==> config.mk <==
export PLATFORM = sky130hd
export DESIGN_NAME = flm_div
export DESIGN_NICKNAME = d
export VERILOG_FILES = /design/src/design/flm_pkg.sv /design/src/design/flm_div.sv
export SDC_FILE = /design/constraint.sdc
export NUM_CORES = 1
export LEC_CHECK = 0
export ABC_AREA = 1
export BUFFER_PORTS_ARGS = -buffer_cell sky130_fd_sc_hd__buf_2
export CAP_MARGIN = 5
export CORE_AREA = 4 4 99 101
export DETAILED_ROUTE_END_ITERATION = 7
export DIE_AREA = 0 0 103 105
export PLACE_DENSITY = 0.5
export SYNTH_ARGS = -nofsm -noshare
export SYNTH_HDL_FRONTEND = slang
export SYNTH_SLANG_ARGS = --single-unit
==> constraint.sdc <==
create_clock -name clock -period 2.9 [get_ports clock]
set_clock_uncertainty 0.15 [all_clocks]
set_input_delay 0.29 -clock clock [delete_from_list [all_inputs] [get_ports clock]]
set_output_delay 0.29 -clock clock [all_outputs]
set_load 0.01 [all_outputs]
==> src/design/flm_pkg.sv <==
`timescale 1ns / 1ps
package flm_pkg;

   localparam int FIELD_W = 10;

   typedef enum logic {
      OP_DRAW  = 1'b0,
      OP_CLEAR = 1'b1
   } op_type;

endpackage

==> src/design/flm_div.sv <==
`timescale 1ns / 1ps
module flm_div #(
   parameter int FRAC_BITS = 16
) (
   input  logic                                      clock,
   input  logic                                      reset,
   input  logic                                      start,
   input  logic [flm_pkg::FIELD_W+FRAC_BITS-1:0]     dividend,
   input  logic [flm_pkg::FIELD_W-1:0]               divisor,
   output logic                                      done,
   output logic [flm_pkg::FIELD_W+FRAC_BITS-1:0]     quotient
);

   localparam int NUM_W = flm_pkg::FIELD_W + FRAC_BITS;
   localparam int CNT_W = $clog2(NUM_W + 1);
   localparam int FW    = flm_pkg::FIELD_W;

   logic             busy_ff, busy_in;
   logic             done_ff, done_in;
   logic [CNT_W-1:0] cnt_ff, cnt_in;
   logic [FW-1:0]    rem_ff, rem_in;
   logic [NUM_W-1:0] quo_ff, quo_in;
   logic [FW-1:0]    div_ff, div_in;

   logic [FW:0]      rem_sh;
   logic [FW+1:0]    diff;
   logic             take;

   // restoring division, one quotient bit per cycle; dividend shifts out as quotient shifts in
   always_comb begin
      rem_sh = {rem_ff, quo_ff[NUM_W-1]};
      diff   = {1'b0, rem_sh} - {2'b00, div_ff};
      take   = !diff[FW+1];

      busy_in = busy_ff;
      done_in = 1'b0;
      cnt_in  = cnt_ff;
      rem_in  = rem_ff;
      quo_in  = quo_ff;
      div_in  = div_ff;

      if (start) begin
         busy_in = 1'b1;
         cnt_in  = CNT_W'(NUM_W);
         rem_in  = '0;
         quo_in  = dividend;
         div_in  = divisor;
      end else if (busy_ff) begin
         rem_in = take ? diff[FW-1:0] : rem_sh[FW-1:0];
         quo_in = {quo_ff[NUM_W-2:0], take};
         cnt_in = cnt_ff - CNT_W'(1);
         if (cnt_ff == CNT_W'(1)) begin
            busy_in = 1'b0;
            done_in = 1'b1;
         end
      end
   end

   always_ff @(posedge clock) begin
      if (reset) begin
         busy_ff <= 1'b0;
         done_ff <= 1'b0;
         cnt_ff  <= '0;
      end else begin
         busy_ff <= busy_in;
         done_ff <= done_in;
         cnt_ff  <= cnt_in;
      end
   end

   always_ff @(posedge clock) begin
      rem_ff <= rem_in;
      quo_ff <= quo_in;
      div_ff <= div_in;
   end

   assign done     = done_ff;
   assign quotient = quo_ff;

endmodule

# Word-level counts from Yosys, hierarchy flattened
# Index checks and enable logic that the tools add are counted.
# word_totals
wordCells,24
latchBits,0
ff_bits,53
mem_bits_rw,0
in_bits,39
output_inout_bits,27
memories,0
rom_bits,0
# classes
eq_ne,1
n_mul,0
addsub,2
n_bitwise,1
n_reduce_logical,4
n_mux,9
n_shift,0
n_div,0
order_cmp,0
# ops
operator,n
2-to-1 mux 26 bit,2
subtractor 11 x 10 -> 12 bit,1
2-to-1 mux 10 bit,1
2-to-1 mux 5 bit,2
== test 5 x 1 -> 1 bit (second input constant),1
subtractor 5 x 1 -> 5 bit (second input constant),1
2-to-1 mux 1 bit,4
OR reduction 3 bit,1
nonzero test 2 bit,1
OR reduction 2 bit,1
zero test 1 bit,1
NOT 1 bit,1

# Longest topological paths before layout
# logic_depth
word_depth,4
ltp_mapped,12
depth_no_buf,12

# Worst setup path after synthesis
# No wires, ideal clock.
# synth_path
path_kind,flip-flop to flip-flop
start,register quo_ff[25] (netlist: quotient[25])
end,register rem_ff[6]
synth_period_minus_slack_ns,1.872
arrival_time_ns,1.610
required_time_ns,2.638
setup_ns,0.112
path_buffers,0
setup_slack_ns,1.028
stages_incl_launch_ff,13
cell_sequence,edfxtp_1 -> inv_1 -> ha_1 -> inv_1 -> fa_1 -> nand3_1 -> nand2_1 -> nand3_1 -> nand2_1 -> nand2_1 -> nand3_2 -> nand2_1 -> nand2_1
# synth_between
elab_chain_cells,2
# synth_lines
element,line,text
from (decl),flm_div.sv:22,"logic [NUM_W-1:0] quo_ff, quo_in;"
from (signal assigned),flm_div.sv:73,quo_ff <= quo_in;
subtractor 11 x 10 -> 12 bit,flm_div.sv:32,"diff = {1'b0, rem_sh} - {2'b00, div_ff};"
2-to-1 mux 10 bit,flm_div.sv:49,rem_in = take ? diff[FW-1:0] : rem_sh[FW-1:0];
to (signal assigned),flm_div.sv:72,rem_ff <= rem_in;
to (decl),flm_div.sv:21,"logic [FW-1:0] rem_ff, rem_in;"
# No other way between the ends.
# A chain may end at the register's enable or synchronous reset.

# Worst setup path after layout
# Ends and elaborated chain as after synthesis.

==> out/qor.log <==
[floorplanning] area enclosed by the die boundary 10800 sq um
[clock_tree] buffer levels on the longest clock path 2
[timing] shortest clock period the worst path allows after layout 2050 ps
[critical_path] Setup CP Type register to register
[timing] Max Transition Viols Final 0
[synthesis] total of warnings raised by yosys 0
[synthesis] share of cell area taken by muxes after synthesis 0%
[clock_tree] clk slew on worst S/H paths 100 ps
[synthesis] xor and xnor fraction of the mapped netlist area 1.26%
[critical_path] most frequent cell on the critical path sky130_fd_sc_hd__nand2_1
[route] via/cell ratio 4.33
[clock_tree] CTS tree done
[critical_path] Worst path slowest cell sky130_fd_sc_hd__edfxtp_1
[critical_path] maximum fanout encountered on the critical timing path 4
[synthesis] combinational family with the most area after synthesis simple AND/OR/NAND/NOR gates
[synthesis] Synth Area in Simple Gates 31.2%
[synthesis] Synthesized Nets 390
[outcome] run status finished, final reports clean
[synthesis] EDFF count, synth 36
[critical_path] crit path launch type register
[power] Net Sw Power 0.455 mW
[route] first drt pass iteration count 4
[cells_and_area] relative area change from synthesis to final layout 23.9%
[route] post-detailed-route count of antenna-violating nets 0
[clock_tree] clock sink total 53
[route] vias after detailed routing 2288
[clock_tree] Skew-Pair Late Insertion Delay 310 ps
[power] share of total power in the clock network 31.1%
[timing] share of the cycle needed by the critical path after routing 70.8%
[cells_and_area] nets 468
[global_routing] global-route usage over all layers 12.5%
[critical_path] critical path data required time 2970 ps
[place] area of placed instances 3220 sq um
[timing] Worst Tran Pin Value 339 ps
[route] number of DRC violations after detailed-routing iteration 0 90
[power] net switching share of the total power 26.8%
[synthesis] share of synthesized cell area in full adder, half adder and majority cells 6.14%
[synthesis] Mapped Cells 338
[place] placed wire-length estimate 4690 um
[power] Flop pwr share 53.3%
[global_routing] via count of the first global-routing pass 2278
[route] DR DRC count 0
[floorplanning] standard cell core area 9020 sq um
[place] global placer's final weighted congestion 0.888
[global_routing] pin count of the biggest net entering global routing 27
[critical_path] Critical Path AT 2120 ps
[critical_path] cells traversed along the worst timing path inv_1 -> ha_1 -> inv_1 -> fa_1 -> nand3_1 -> nand2_1 -> nand3_1 -> nand2_1 -> nand2_1 -> nand3_2 -> nand2_1 -> nand2_1
[global_routing] initial antenna violation count 0
[clock_tree] buffer cell driving the clock tree root sky130_fd_sc_hd__clkbuf_8
[route] routed length per placed instance 12.3 um
[power] static leakage 1.71 nW
[synthesis] mapped cell area 2770 sq um
[timing] FMAX 0.487 GHz
[clock_tree] total clock buffers created by CTS 5
[power] design internal power 1.24 mW
[clock_tree] maximum level of the CTS H-tree 2
[critical_path] delay of the slowest cell on the worst path 410 ps
[cells_and_area] Antenna diodes 0
[synthesis] FF+latch count, synth 53
[cells_and_area] share of post-route cells with drive strength above 1 21.8%
[synthesis] proportion of synthesized chip area in sequential cells 51.3%
[floorplanning] horizontal die dimension 103 um
[synthesis] count of unique library cells instantiated by Yosys 30
[timing] setup repair after global routing missed its margin no
[synthesis] mean instance size in the synthesized netlist 8.20 sq um
[timing] Hold Fails Final Rpt 0
[floorplanning] I/O pin cnt 66
[route] aggregate routed wire length 6490 um
[timing] total negative setup slack 0 ps
[timing] final setup vio count 0
[global_routing] first-pass GRT wire length 10700 um
[synthesis] synthesized-area fraction occupied by ao, oa, aoi and oai cells 2.62%
[power] Comb pwr share 15.7%
[power] worst ir drop on vdd 244 uV
[floorplanning] vertical die dimension 105 um
[power] pwr dens 495 nW/um^2
[place] count of input and output buffers 65
[global_routing] GR Overflow Total 0
[synthesis] Async SR Flop Fraction 0%
[floorplanning] initial core utilization 30.7%
[clock_tree] # resized after CTS 0
[cells_and_area] Final Instance Area 3430 sq um
[floorplanning] row cnt 35
[min_path] worst min-delay path class primary input to register
[job] maximum capacitance violations 0
[critical_path] Worst Setup End Kind register
[timing] Slew HR 77.4%
[synthesis] Synth Flop Type sky130_fd_sc_hd__edfxtp_1
==> layout by cell type (no fill, tap or decap), drive strengths merged, types with 2 or more instances in the layout <==
master,netlist,final
clkinv,2,3
dlygate4sd3,0,10
nand3,20,20
nand4,4,4
dfxtp,17,17
buf,2,69
nor2,26,26
ha,12,12
edfxtp,36,36
nand2,154,154
xnor2,3,3
inv,41,42
a31oi,2,2
clkbuf,6,5
a21oi,4,4
==> synth_stat cells, types with 2 or more instances <==
| master | n | area (sq um) |
|---|---|---|
| sky130_fd_sc_hd__nand2_1 | 149 | 559 |
| sky130_fd_sc_hd__inv_1 | 39 | 146 |
| sky130_fd_sc_hd__edfxtp_1 | 36 | 1080 |
| sky130_fd_sc_hd__nor2_1 | 25 | 93.8 |
| sky130_fd_sc_hd__dfxtp_1 | 17 | 340 |
| sky130_fd_sc_hd__nand3_1 | 14 | 70.1 |
| sky130_fd_sc_hd__ha_1 | 12 | 150 |
| sky130_fd_sc_hd__clkbuf_1 | 6 | 22.5 |
| sky130_fd_sc_hd__nand2_2 | 5 | 31.3 |
| sky130_fd_sc_hd__nand3_2 | 5 | 50.1 |
| sky130_fd_sc_hd__nand4_1 | 4 | 25.0 |
| sky130_fd_sc_hd__a21oi_1 | 3 | 15.0 |
| sky130_fd_sc_hd__xnor2_1 | 3 | 26.3 |
| sky130_fd_sc_hd__a31oi_1 | 2 | 12.5 |
| sky130_fd_sc_hd__clkinv_1 | 2 | 7.51 |
| sky130_fd_sc_hd__inv_2 | 2 | 7.51 |
==> cells by family after synthesis <==
family,after synthesis
xor gates and xnor gates,4
adders and majority gates,13
AOI/OAI and AO/OA,11
DFF,53
buffers and inverters,51
and+or+nand+nor,206
==> area by class of cell <==
type	instances	area, sq um
well taps	111	139
flip-flops and latches	53	1420
repair buffers	79	455
fillers	965	5590
inverters	43	161
clock inverters	3	45.0
multi-input cells	234	1140
clock buffers	5	68.8
==> repair_timing <==
| item | in CTS | in global routing |
|---|---|---|
| buffers inserted | 0 | 0 |
| setup endpoints to repair | 0 | 0 |
| hold buffers | 8 | 2 |
| endpoints found under the hold margin | 8 | 2 |
==> stage by stage <==
| stage | worst slack [ps] | utilization [%] | hold WS, ps | power, mW | instances |
|---|---|---|---|---|---|
| floorplan | 1030 | - | 209 | 1.07 | 338 |
| global placement | 900 | 35.7 | 307 | 1.18 | 510 |
| detailed placement | 875 | 35.7 | 318 | 1.18 | 510 |
| CTS | 848 | 37.8 | 3.62 | 1.73 | 526 |
| global route | 687 | 38.1 | 27.2 | 1.80 | 528 |
| finish | 846 | 38.1 | 36.5 | 1.70 | 528 |
==> critical path: cells and delay by family (launching register included) <==
kind	cells	cell delay, ps
adders and majority gates	2	560
buffers and inverters	2	200
DFF	1	410
and+or+nand+nor	8	650
==> power by group through the flow <==
stage	Combinational [mW]	Sequential (mW)	Clock, mW
floorplan	0.136	0.936	0
global placement	0.258	0.922	0
detailed placement	0.261	0.920	0
CTS	0.270	0.906	0.550
global route	0.302	0.914	0.582
finish	0.266	0.905	0.528
==> state kept, by name, indices dropped and copies added (netlist names) <==
name / flops
rem_ff: 10
busy_ff: 1
done: 1
quotient: 26
div_ff: 10
cnt_ff: 5
==> final timing paths <==
kind	depth (start not counted)	startpoint	slack, ps	endpoint
hold reg to reg	2	rem_ff[5]	330	rem_ff[5]
setup / recovery	12	quotient[25]	850	rem_ff[6]
setup reg to reg	12	quotient[25]	850	rem_ff[6]
hold / removal	2	reset	40	cnt_ff[3]
==> per-layer routing <==
layer	up-vias	GRT usage, %	share of wire (%)
met1	1004	16.6	46
met2	64	18.6	44
li1	1216	-	-
met3	4	5.81	8.6
met4	0	2.78	0.83
met5	-	0	0
No activity file was read; power rests on OpenSTA's default activity.
